[src/design/hdgf_pkg.sv]
// ----------------------------------------------------------------------------
// hdgf_pkg
// Shared types, constants and the log2 table of the Hubble/deceleration
// grid fit core.
// ----------------------------------------------------------------------------
package hdgf_pkg;

   // sizing
   localparam int MAX_SAMPLES    = 1024;
   localparam int ADDR_W         = $clog2(MAX_SAMPLES);
   localparam int CNT_W          = ADDR_W + 1;
   localparam int LOG_TABLE_BITS = 8;
   localparam int TABLE_SIZE     = 1 << LOG_TABLE_BITS;
   localparam int CHI_WIDTH      = 48;
   localparam logic [CHI_WIDTH-1:0] CHI_MAX = {CHI_WIDTH{1'b1}};

   // sample store entry: redshift, measured modulus, sigma
   localparam int SAMPLE_W = 48;

   // grid
   localparam int GRID_W = 11;
   localparam logic [GRID_W-1:0] GRID_LIMIT = 11'd1024;
   localparam int HACC_W = 27;
   localparam int QACC_W = 28;

   // datapath widths
   localparam int POLY_W   = 51;
   localparam int LOG_IN_W = 48;
   localparam int LOG_P_W  = $clog2(LOG_IN_W);
   localparam int LOG_W    = LOG_P_W + 16;
   localparam int L2D_W    = 24;
   localparam int KMU_W    = 18;
   localparam int PROD_W   = L2D_W + KMU_W;
   localparam int DIFF_W   = 21;
   localparam int AD_W     = 20;
   localparam int SQ_W     = 2 * AD_W;
   localparam int SG_W     = 32;
   localparam int NUM_W    = SQ_W + 20;
   localparam int DCNT_W   = $clog2(NUM_W + 1);

   // constants of the distance and modulus formulas
   localparam logic [63:0] C_SCALED = 64'd76800000;
   localparam int K_MU      = 98642;
   localparam int MU_OFFSET = 25600;
   localparam logic [L2D_W-1:0] L2D_OFF = L2D_W'(41 * 65536);

   // configuration register indexes
   localparam int CSR_IDX_W = 3;
   localparam logic [CSR_IDX_W-1:0] REG_H_START = 3'd0;
   localparam logic [CSR_IDX_W-1:0] REG_H_STEP  = 3'd1;
   localparam logic [CSR_IDX_W-1:0] REG_H_COUNT = 3'd2;
   localparam logic [CSR_IDX_W-1:0] REG_Q_START = 3'd3;
   localparam logic [CSR_IDX_W-1:0] REG_Q_STEP  = 3'd4;
   localparam logic [CSR_IDX_W-1:0] REG_Q_COUNT = 3'd5;
   localparam logic [CSR_IDX_W-1:0] REG_Z_CUT   = 3'd6;

   // operation codes
   typedef enum logic [1:0] {
      OP_CLEAR = 2'd0,
      OP_LOAD  = 2'd1,
      OP_RUN   = 2'd2
   } op_type;

   // channel payloads
   typedef struct packed {
      logic [1:0]  operation;
      logic [15:0] redshift;
      logic [15:0] mu_measured;
      logic [15:0] sigma_err;
   } req_type;

   typedef struct packed {
      logic [15:0]          best_h0;
      logic signed [15:0]   best_q0;
      logic [CHI_WIDTH-1:0] min_chi;
      logic                 fit_found;
      logic [CNT_W-1:0]     samples_used;
   } rsp_type;

   // controller states
   typedef enum logic [4:0] {
      ST_IDLE, ST_INIT, ST_H_TEST, ST_H_LOG, ST_P_START, ST_S_RD, ST_S_CHK,
      ST_S_MUL, ST_S_PCHK, ST_S_LOG, ST_S_MU, ST_S_DIFF, ST_S_SQ, ST_S_DIV,
      ST_S_DIVW, ST_S_ACC, ST_S_NEXT, ST_P_END, ST_P_NEXT, ST_H_NEXT, ST_FINISH
   } state_type;

   // controller to datapath
   typedef struct packed {
      logic clr;
      logic ld;
      logic run_init;
      logic h_log_start;
      logic h_log_save;
      logic pt_init;
      logic rd;
      logic smp_latch;
      logic mul;
      logic plog_start;
      logic l2d_save;
      logic mu_mul;
      logic diff;
      logic sq;
      logic div_start;
      logic acc;
      logic s_next;
      logic pt_update;
      logic q_next;
      logic h_next;
      logic rsp_load;
   } cmd_type;

   // datapath to controller
   typedef struct packed {
      logic grid_empty;
      logic h_zero;
      logic log_done;
      logic cnt_zero;
      logic z_over;
      logic poly_bad;
      logic sig_zero;
      logic div_done;
      logic s_last;
      logic j_last;
      logic i_last;
      logic rsp_free;
   } stat_type;

   // log2 fraction table, log2(1 + k/TABLE_SIZE) in Q.16
   typedef logic [15:0] log_table_type [TABLE_SIZE];

   function automatic log_table_type build_log_table();
      log_table_type t;
      logic [63:0]   m;
      logic [15:0]   r;
      for (int k = 0; k < TABLE_SIZE; k++) begin
         m = 64'(TABLE_SIZE + k) << (30 - LOG_TABLE_BITS);
         r = '0;
         for (int b = 15; b >= 0; b--) begin
            m = (m * m) >> 30;
            if (m >= (64'd1 << 31)) begin
               m    = m >> 1;
               r[b] = 1'b1;
            end
         end
         t[k] = r;
      end
      return t;
   endfunction

   localparam log_table_type LOG_TABLE = build_log_table();

   // elaboration-time log2 in Q.16
   function automatic logic [LOG_W-1:0] log2_const(input logic [63:0] x);
      int          p;
      logic [63:0] k;
      p = 63;
      while (p > 0 && x[p] == 1'b0) p--;
      if (p >= LOG_TABLE_BITS) k = x >> (p - LOG_TABLE_BITS);
      else k = x << (LOG_TABLE_BITS - p);
      return LOG_W'(p * 65536) + LOG_W'(LOG_TABLE[k[LOG_TABLE_BITS-1:0]]);
   endfunction

   localparam logic [LOG_W-1:0] LC = log2_const(C_SCALED);

endpackage

[src/design/hdgf_ctrl.sv]
// ----------------------------------------------------------------------------
// hdgf_ctrl
// Sequencer of the grid fit: walks H0 rows, q0 points and stored samples and
// steps the datapath through each sample's chi-squared term.
// ----------------------------------------------------------------------------
module hdgf_ctrl (
   input  logic               clock,
   input  logic               reset,
   input  logic               req_valid,
   input  logic [1:0]         req_operation,
   output logic               req_ready,
   input  hdgf_pkg::stat_type stat,
   output hdgf_pkg::cmd_type  cmd
);
   import hdgf_pkg::*;

   state_type state_ff;
   state_type state_in;
   logic      accept;

   assign accept = req_valid && (state_ff == ST_IDLE);

   // state register
   always_ff @(posedge clock) begin
      if (reset) begin
         state_ff <= ST_IDLE;
      end else begin
         state_ff <= state_in;
      end
   end

   // next state
   always_comb begin
      state_in = state_ff;
      unique case (state_ff)
         ST_IDLE: begin
            if (accept && req_operation == OP_RUN) state_in = ST_INIT;
         end
         ST_INIT: begin
            // no rows or no columns: empty grid
            state_in = stat.grid_empty ? ST_FINISH : ST_H_TEST;
         end
         ST_H_TEST: begin
            state_in = stat.h_zero ? ST_H_NEXT : ST_H_LOG;
         end
         ST_H_LOG: begin
            if (stat.log_done) state_in = ST_P_START;
         end
         ST_P_START: begin
            state_in = stat.cnt_zero ? ST_P_END : ST_S_RD;
         end
         ST_S_RD:   state_in = ST_S_CHK;
         ST_S_CHK: begin
            state_in = stat.z_over ? ST_S_NEXT : ST_S_MUL;
         end
         ST_S_MUL:  state_in = ST_S_PCHK;
         ST_S_PCHK: begin
            // a non-positive distance voids the whole point
            state_in = stat.poly_bad ? ST_P_NEXT : ST_S_LOG;
         end
         ST_S_LOG: begin
            if (stat.log_done) state_in = ST_S_MU;
         end
         ST_S_MU:   state_in = ST_S_DIFF;
         ST_S_DIFF: state_in = ST_S_SQ;
         ST_S_SQ:   state_in = ST_S_DIV;
         ST_S_DIV: begin
            state_in = stat.sig_zero ? ST_S_ACC : ST_S_DIVW;
         end
         ST_S_DIVW: begin
            if (stat.div_done) state_in = ST_S_ACC;
         end
         ST_S_ACC:  state_in = ST_S_NEXT;
         ST_S_NEXT: begin
            state_in = stat.s_last ? ST_P_END : ST_S_RD;
         end
         ST_P_END:  state_in = ST_P_NEXT;
         ST_P_NEXT: begin
            state_in = stat.j_last ? ST_H_NEXT : ST_P_START;
         end
         ST_H_NEXT: begin
            state_in = stat.i_last ? ST_FINISH : ST_H_TEST;
         end
         ST_FINISH: begin
            if (stat.rsp_free) state_in = ST_IDLE;
         end
         default: state_in = ST_IDLE;
      endcase
   end

   // outputs
   always_comb begin
      cmd       = '0;
      req_ready = 1'b0;
      unique case (state_ff)
         ST_IDLE: begin
            req_ready = 1'b1;
            cmd.clr   = accept && (req_operation == OP_CLEAR);
            cmd.ld    = accept && (req_operation == OP_LOAD);
         end
         ST_INIT:    cmd.run_init    = 1'b1;
         ST_H_TEST:  cmd.h_log_start = !stat.h_zero;
         ST_H_LOG:   cmd.h_log_save  = stat.log_done;
         ST_P_START: cmd.pt_init     = 1'b1;
         ST_S_RD:    cmd.rd          = 1'b1;
         ST_S_CHK:   cmd.smp_latch   = 1'b1;
         ST_S_MUL:   cmd.mul         = 1'b1;
         ST_S_PCHK:  cmd.plog_start  = !stat.poly_bad;
         ST_S_LOG:   cmd.l2d_save    = stat.log_done;
         ST_S_MU:    cmd.mu_mul      = 1'b1;
         ST_S_DIFF:  cmd.diff        = 1'b1;
         ST_S_SQ:    cmd.sq          = 1'b1;
         ST_S_DIV:   cmd.div_start   = !stat.sig_zero;
         ST_S_DIVW:  cmd.acc         = 1'b0;
         ST_S_ACC:   cmd.acc         = 1'b1;
         ST_S_NEXT:  cmd.s_next      = 1'b1;
         ST_P_END:   cmd.pt_update   = 1'b1;
         ST_P_NEXT:  cmd.q_next      = 1'b1;
         ST_H_NEXT:  cmd.h_next      = 1'b1;
         ST_FINISH:  cmd.rsp_load    = stat.rsp_free;
         default:    cmd             = '0;
      endcase
   end

endmodule

[config.mk]
export PLATFORM = sky130hd
export DESIGN_NAME = hdgf_ctrl
export DESIGN_NICKNAME = d
export VERILOG_FILES = /design/src/design/hdgf_pkg.sv /design/src/design/hdgf_ctrl.sv
export SDC_FILE = /design/constraint.sdc
export NUM_CORES = 1
export LEC_CHECK = 0
export ABC_AREA = 1
export BUFFER_PORTS_ARGS = -buffer_cell sky130_fd_sc_hd__buf_4
export CAP_MARGIN = 30
export CORE_UTILIZATION = 48
export CTS_CLUSTER_DIAMETER = 200
export DETAILED_ROUTE_END_ITERATION = 12
export MAX_ROUTING_LAYER = met4
export PLACE_DENSITY = 0.84
export REMOVE_ABC_BUFFERS = 1
export SETUP_SLACK_MARGIN = 0.2
export SLEW_MARGIN = 20
export SYNTH_ARGS = -nofsm -noshare
export SYNTH_HDL_FRONTEND = slang
export SYNTH_SLANG_ARGS = --single-unit
[constraint.sdc]
create_clock -name clock -period 2.9 [get_ports clock]
set_input_delay 0.58 -clock clock [delete_from_list [all_inputs] [get_ports clock]]
set_output_delay 0.58 -clock clock [all_outputs]
set_load 0.03 [all_outputs]
# Yosys cells after proc, flatten, opt, wreduce, memory -nomap -nowiden
# Cells that the tools add are included.
[classes]
eq_ne = 27
multipliers = 0
n_div = 0
n_shift = 0
n_bitwise = 0
n_lt_le_gt_ge = 0
add_sub_neg = 0
reduce_logical = 10
muxes = 36
[op_table]
columns = ["operator", "count"]
rows = [
  ["5-bit one-hot mux with 21 select lines", 1],
  ["5-bit two-way mux", 13],
  ["5-bit by 4-bit == test with 1-bit output (second input constant)", 8],
  ["5-bit == test (second input constant)", 5],
  ["1-bit two-way mux", 21],
  ["5-bit by 3-bit == test with 1-bit output (second input constant)", 4],
  ["5-bit by 2-bit == test with 1-bit output (second input constant)", 2],
  ["2-bit inequality test (second input constant)", 4],
  ["5-bit by 1-bit == test with 1-bit output (second input constant)", 1],
  ["5-bit zero test", 1],
  ["5-bit AND reduction", 1],
  ["1-bit logical AND", 4],
  ["1-bit zero test", 3],
  ["2-bit by 1-bit == test with 1-bit output (second input constant)", 1],
  ["2-bit == test (second input constant)", 1],
  ["2-bit zero test", 1],
  ["2-bit two-way mux", 1],
  ["2-bit by 1-bit inequality test with 1-bit output (second input constant)", 1],
]
[totals]
n_memories = 0
out_inout_bits = 22
in_bits = 17
reg_bits = 5
ramBits = 0
romBits = 0
latch_bits = 0
elab_cells = 74

# Depth between registers and ports, before layout
# Gate-level depths: netlist of the first run.
[depth]
ltp_word = 5
ltp_mapped = 11
ltp_nobuf = 10

# Least setup slack after synthesis of the first run
# Ideal clock, no wire load.
[synth_path]
path_type = "flip-flop to output port"
start = "register state_ff[4]"
end = "output port cmd[0] in the netlist's numbering"
arrival_time_ns = 1.639
stages_incl_launch_ff = 5
path_slack_ns = 0.681
required_ns = 2.320
cell_sequence = "dfxtp_1 -> buf_4 -> inv_2 -> buf_4 -> nor4_1"
[synth_lines]
columns = ["item", "line_no", "text"]
rows = [
  ["start: declaration", "hdgf_ctrl.sv:17", "state_type state_ff;"],
  ["start signal: assignment", "hdgf_ctrl.sv:28", "state_ff <= state_in;"],
  ["end: declaration", "hdgf_ctrl.sv:13", "output hdgf_pkg::cmd_type cmd"],
]

==> results_dict.tcl, run 1 <==
set metrics [dict create \
    outcome "finished, final reports clean" \
    largest_reg_flops 5 \
    port_buffers 38 \
    synth_top_family_by_area "simple AND/OR/NAND/NOR gates" \
    rsz0062_at_grt "no" \
    hold_end "state_ff[0]$_SDFFE_PP0P_" \
    clk_pin_slew_ns 0.04 \
    clock_latency_ns 0.24 \
    regToRegSetupSlack_ns 1.35 \
    worstMarginPinSlew_ns 0.407 \
    drtAntennaViolNets 0 \
    skew_ns 0.00201 \
    synthMuxAreaShare_pct 0 \
    start_kind "register" \
    die_w_um 41.9 \
    synth-adder-area-share_pct 0 \
    vias_per_cell 5.17 \
    drt_iter0_drc 31 \
    cts_resized 0 \
    power_density_mw_per_mm2 464 \
    n_antenna_cell 0 \
    crit_arrival_ns 1.51 \
    slew_violations 0 \
    cts_tree "done" \
    layout.nets 212 \
    grt_max_degree 15 \
    postPlaceCellArea_sq_mm 0.00106 \
    start_util_pct 51.3 \
    ff2ff_path_depth 9 \
    cts.sinks 5 \
    synth-xor-area-share_pct 0 \
    drcViolationCount 0 \
    cts_setup_buffers 0 \
    finalSetupViolations 0 \
    leakage_nw 0.672 \
    top_regs "state_ff: 5 flops" \
    cp.required_ns 2.32 \
    fin_crit_sh_pct 72.1 \
    yosysTopAreaCell "nand2_1" \
    vias 1085 \
    yosys-top-cells-area "nand2_1, nor2_1, inv_1" \
    path_max_fanout 14 \
    die_h_um 41.9 \
    drt-wirelength-per-cell_um 10.7 \
    grtUsageTotal_pct 27.6 \
    path_class "reg -> out" \
    synth_simple_gate_area_share_pct 63.0 \
    ys_types 19 \
    hold_class "in -> reg" \
    netlist_area_sq_um 764 \
    largest-register "state_ff" \
    avgSynthCellArea_sq_um 4.96 \
    finalHoldViolCount 0 \
    firstDrtPassIters 4 \
    gp_congestion 0.950 \
    grt_overflow_total 0 \
    cts_root_buf "clkbuf_4" \
    pin_count 39 \
    totalWireLength_um 2240 \
    cts_buffer_depth 2 \
    synth_warnings 0 \
    antenna_found_initial 0 \
    drive_gt1_share_pct 27.8 \
    cts_max_level 1 \
    r2r-start "state_ff[4]$_SDFFE_PP0P_" \
    max_slew_margin_pct 72.7 \
    rows 14 \
    hp-start "reset" \
    max_freq_mhz 478 \
    synthCells 154 \
    yosys_register_bits 5 \
    dieArea_sq_mm 0.00176 \
    r2r_end "state_ff[2]$_SDFFE_PP0P_" \
    hold_depth 2 \
    cts_hold_buf 0 \
    cts-buffers-inserted 3 \
    core_area_sq_mm 0.00149 \
    ys_seq_area_share_pct 13.1 \
    ir_drop_uv 524 \
    cap_viol_max_count 0 \
    synth_compound_area_share_pct 6.06 \
    dp_hpwl_um 1890 \
    fin_crit_ns 2.09 \
    synth.top_cell.area_share_pct 19.1 \
    grt_pass1_wl_um 3700 \
    fin_setup_tns_ns 0 \
    finalInstanceArea_sq_mm 0.00108 \
    startpoint "state_ff[4]$_SDFFE_PP0P_" \
    grt_pass1_vias 943 \
    crit_path_end_kind "output pin" \
    area_delta_synth_final_pct 41.7 \
]
-- stage by stage --
step / hold slack (ns) / setup slack, ns / instances / power [W] / utilization (%)
6_report: 0.529 / 0.808 / 210 / 0.000502 / 72.8
5_1_grt: 0.529 / 0.614 / 210 / 0.000545 / 72.8
3_3_place_gp: 0.558 / 1.10 / 206 / 0.000419 / 71.0
2_1_floorplan: 0.530 / 0.339 / 151 / 0.000321 / -
4_1_cts: 0.527 / 0.798 / 210 / 0.000504 / 72.8
3_5_place_dp: 0.569 / 1.06 / 206 / 0.000421 / 71.0
-- cells in the final DEF (no fill, tap or decap) --
cell and instances:
a21oi_1 5, a221oi_1 1, buf_4 39, clkbuf_1 1
clkbuf_4 3, dfxtp_1 5, inv_1 27, inv_2 4
nand2_1 39, nand2_2 1, nand3_1 16, nand3_2 2
nand4_1 7, nor2_1 34, nor2_2 3, nor2_4 2
nor3_1 2, nor4_1 1, o211ai_1 1, o21ai_0 1
-- metal layers --
layer	up-vias	share of wire [%]	track usage (%)	routed length (um)
met2	45	48	44.1	1080
met1	474	45	35.5	1000
met4	0	0.45	11.0	10
li1	564	-	-	-
met5	-	0	-	0
met3	2	6.6	3.04	148
-- area by class of cell --
class                           instances  area, sq um
Timing Repair Buffer                   39          293
Clock buffer                            4         26.3
Inverter                               31          116
Fill cell                             141          405
Multi-Input combinational cell        115          528
Sequential cell                         5          100
Tap cell                               16         20.0
-- Yosys cell counts --
| master | instances |
|---|---|
| nor4_1 | 1 |
| buf_4 | 2 |
| o211ai_1 | 1 |
| a221oi_1 | 1 |
| inv_1 | 27 |
| a21oi_1 | 5 |
| nand3_2 | 2 |
| nor2_1 | 34 |
| nor3_1 | 2 |
| nand2_1 | 39 |
| dfxtp_1 | 5 |
| nor2_4 | 2 |
| nand3_1 | 16 |
| nand4_1 | 7 |
| buf_2 | 1 |
| o21ai_0 | 1 |
| inv_2 | 4 |
| nor2_2 | 3 |
| nand2_2 | 1 |
-- critical path: stages, from the launching register on --
cell	delay (ns)
dfxtp_1	0.37
inv_2	0.23
nand2_1	0.15
nor2_4	0.13
nand2_1	0.08
nor3_1	0.13
buf_4	0.18
-- how the worst max path moves through the flow --
stage / end / slack, ns / depth (start not counted)
after floorplan: cmd[20] / 0.34 / 5
after global placement: cmd[20] / 1.10 / 6
after detailed placement: cmd[20] / 1.06 / 6
after CTS: cmd[20] / 0.80 / 6
after global routing: cmd[20] / 0.61 / 6
final: cmd[20] / 0.81 / 6
-- cell families after synthesis --
family          Yosys count
flops                     5
simple gates            107
buf+inv                  34
compound gates            8
-- power by group --
group	switching, W	leakage [nW]	internal [W]
clock network	0.0000289	0.0150	0.0000520
logic	0.000212	0.616	0.000109
registers	0.0000192	0.0405	0.0000803
Power figures use the tool's default switching activity.
==> run 2: changes to the inputs <==
CORE_UTILIZATION = 45   (was 48)
PLACE_DENSITY = 0.79   (was 0.84)
clock period = 2.1 ns   (was 2.9 ns; I/O delays follow)
==> run 2 against run 1 <==
Net effect: design area grew 3.7%; routed wire length grew 8.3%; register-to-register slack lost 0.73 ns; clock power grew 38%; setup slack lost 0.55 ns; clock skew grew 0.0068 ns; worst hold slack lost 0.17 ns; global-route usage shrank 0.57 points; clock-buffer cell count is the same; critical path type unchanged; critical endpoint is now cmd[10]; highest routed layer unchanged.
==> results_dict.tcl, run 2 (synthesis results as in run 1) <==
set metrics [dict create \
    rsz0062_at_grt "yes" \
    port_buffers 38 \
    grtUsageTotal_pct 27.0 \
    largest_reg_flops 5 \
    skew_ns 0.00881 \
    outcome "finished, final reports clean" \
    layout_commonest_cell "buf_4" \
    fin_crit_ns 1.84 \
    path_max_fanout 6 \
    firstDrtPassIters 4 \
    hold_class "in -> reg" \
    cts-buffers-inserted 3 \
    drt-wirelength-per-cell_um 11.4 \
    finalSetupViolations 0 \
    grt_pass1_wl_um 3800 \
    drt_iter0_drc 34 \
    dp.cells 206 \
    pin_count 39 \
    vias_per_cell 5.21 \
    worstMarginPinSlew_ns 0.299 \
    die_w_um 43.2 \
    crit_path_end_kind "output pin" \
    start_kind "register" \
    start_util_pct 49.6 \
    max_slew_margin_pct 79.9 \
    crit_arrival_ns 1.42 \
    finalHoldViolCount 0 \
    final_cell_mix "buf_4, nand2_1, nor2_1" \
    clk_pin_slew_ns 0.05 \
    vias 1104 \
    utilization_pct 72.9 \
    p_total_w 0.000734 \
    setup_ws_ns 0.262 \
    cts.sinks 5 \
    hold_ws_ns 0.360 \
    core_area_sq_mm 0.00154 \
    rows 14 \
    totalWireLength_um 2430 \
    largest-register "state_ff" \
    grt_overflow_total 0 \
    cts_root_buf "clkbuf_4" \
    fin_crit_sh_pct 87.5 \
    ir_drop_uv 590 \
    gp_congestion 0.930 \
    grt_max_degree 15 \
    top_regs "state_ff: 5 flops" \
    drcViolationCount 0 \
    layout.nets 214 \
    drive_gt1_share_pct 32.7 \
    slew_violations 0 \
    dieArea_sq_mm 0.00187 \
    cts_tree "done" \
    clock_latency_ns 0.25 \
    max_freq_mhz 544 \
    dp_slack_ns 0.433 \
    leakage_nw 0.685 \
    antenna_found_initial 0 \
    n_antenna_cell 0 \
    nFillCells 150 \
    path_class "reg -> out" \
    grt_pass1_vias 970 \
    power_density_mw_per_mm2 654 \
    cp.required_ns 1.68 \
    dp_hpwl_um 1960 \
    final_cells 212 \
    cap_viol_max_count 0 \
    cts_buffer_depth 2 \
    drtAntennaViolNets 0 \
    area_delta_synth_final_pct 47.0 \
    die_h_um 43.2 \
    cts_max_level 1 \
]
-- run 2: cell count changes in the layout (fill, tap and decap cells not counted), moves of 2 or more --
cell / delta
dfxtp_2: +3
nor2_1: -3
nor2_2: +3
buf_4: +2
dfxtp_1: -4
-- run 2: area by class of cell --
cell class,count,area [sq um],share of cell area [%]
Tap cell,16,20.0,1.78
Multi-Input combinational cell,115,541,48.1
Timing Repair Buffer,41,308,27.4
Inverter,31,121,10.8
Sequential cell,5,108,9.58
Clock buffer,4,26.3,2.34
-- run 2: per-layer routing --
metal / vias up / track usage (%) / wire length (um)
met5: - / - / 0
met4: 0 / 9.70 / 55
met3: 9 / 3.40 / 194
met2: 64 / 45.7 / 1150
met1: 468 / 32.6 / 1030
li1: 563 / - / -
-- run 2: path summary, 6_finish.rpt --
check | from | to | slack [ns] | cells after the start
worst max-delay path | state_ff[0]$_SDFFE_PP0P_ | cmd[10] | 0.26 | 5
worst min-delay path | reset | state_ff[2]$_SDFFE_PP0P_ | 0.36 | 2
worst max register to register | state_ff[0]$_SDFFE_PP0P_ | state_ff[1]$_SDFFE_PP0P_ | 0.62 | 10
worst min register to register | state_ff[1]$_SDFFE_PP0P_ | state_ff[1]$_SDFFE_PP0P_ | 0.56 | 2
-- run 2: power breakdown --
group          switching [W]  internal, W
sequential         0.0000306     0.000112
combinational       0.000307     0.000173
clock              0.0000400    0.0000719
total               0.000377     0.000357
-- run 2: timing repair --
action / 4_1_cts / 5_1_grt
setup endpoints to repair: 4 / 13
resized for setup: 1 / 10
setup buffers: 0 / 2
hold buffers: 0 / 0
pin swaps: 0 / 1
-- run 2: worst max-delay path, cell delays in order, from the launching register on --
cell	delay [ns]
dfxtp_1	0.41
inv_1	0.12
nor2_2	0.26
nand2_1	0.12
nor2_1	0.10
buf_4	0.16
-- run 2: per-stage QoR --
stage	TNS [ns]	area, sq um
global placement	0	1060
CTS	0	1090
floorplan	-0.353	744
global route	0	1120
finish	0	1120
detailed placement	0	1060
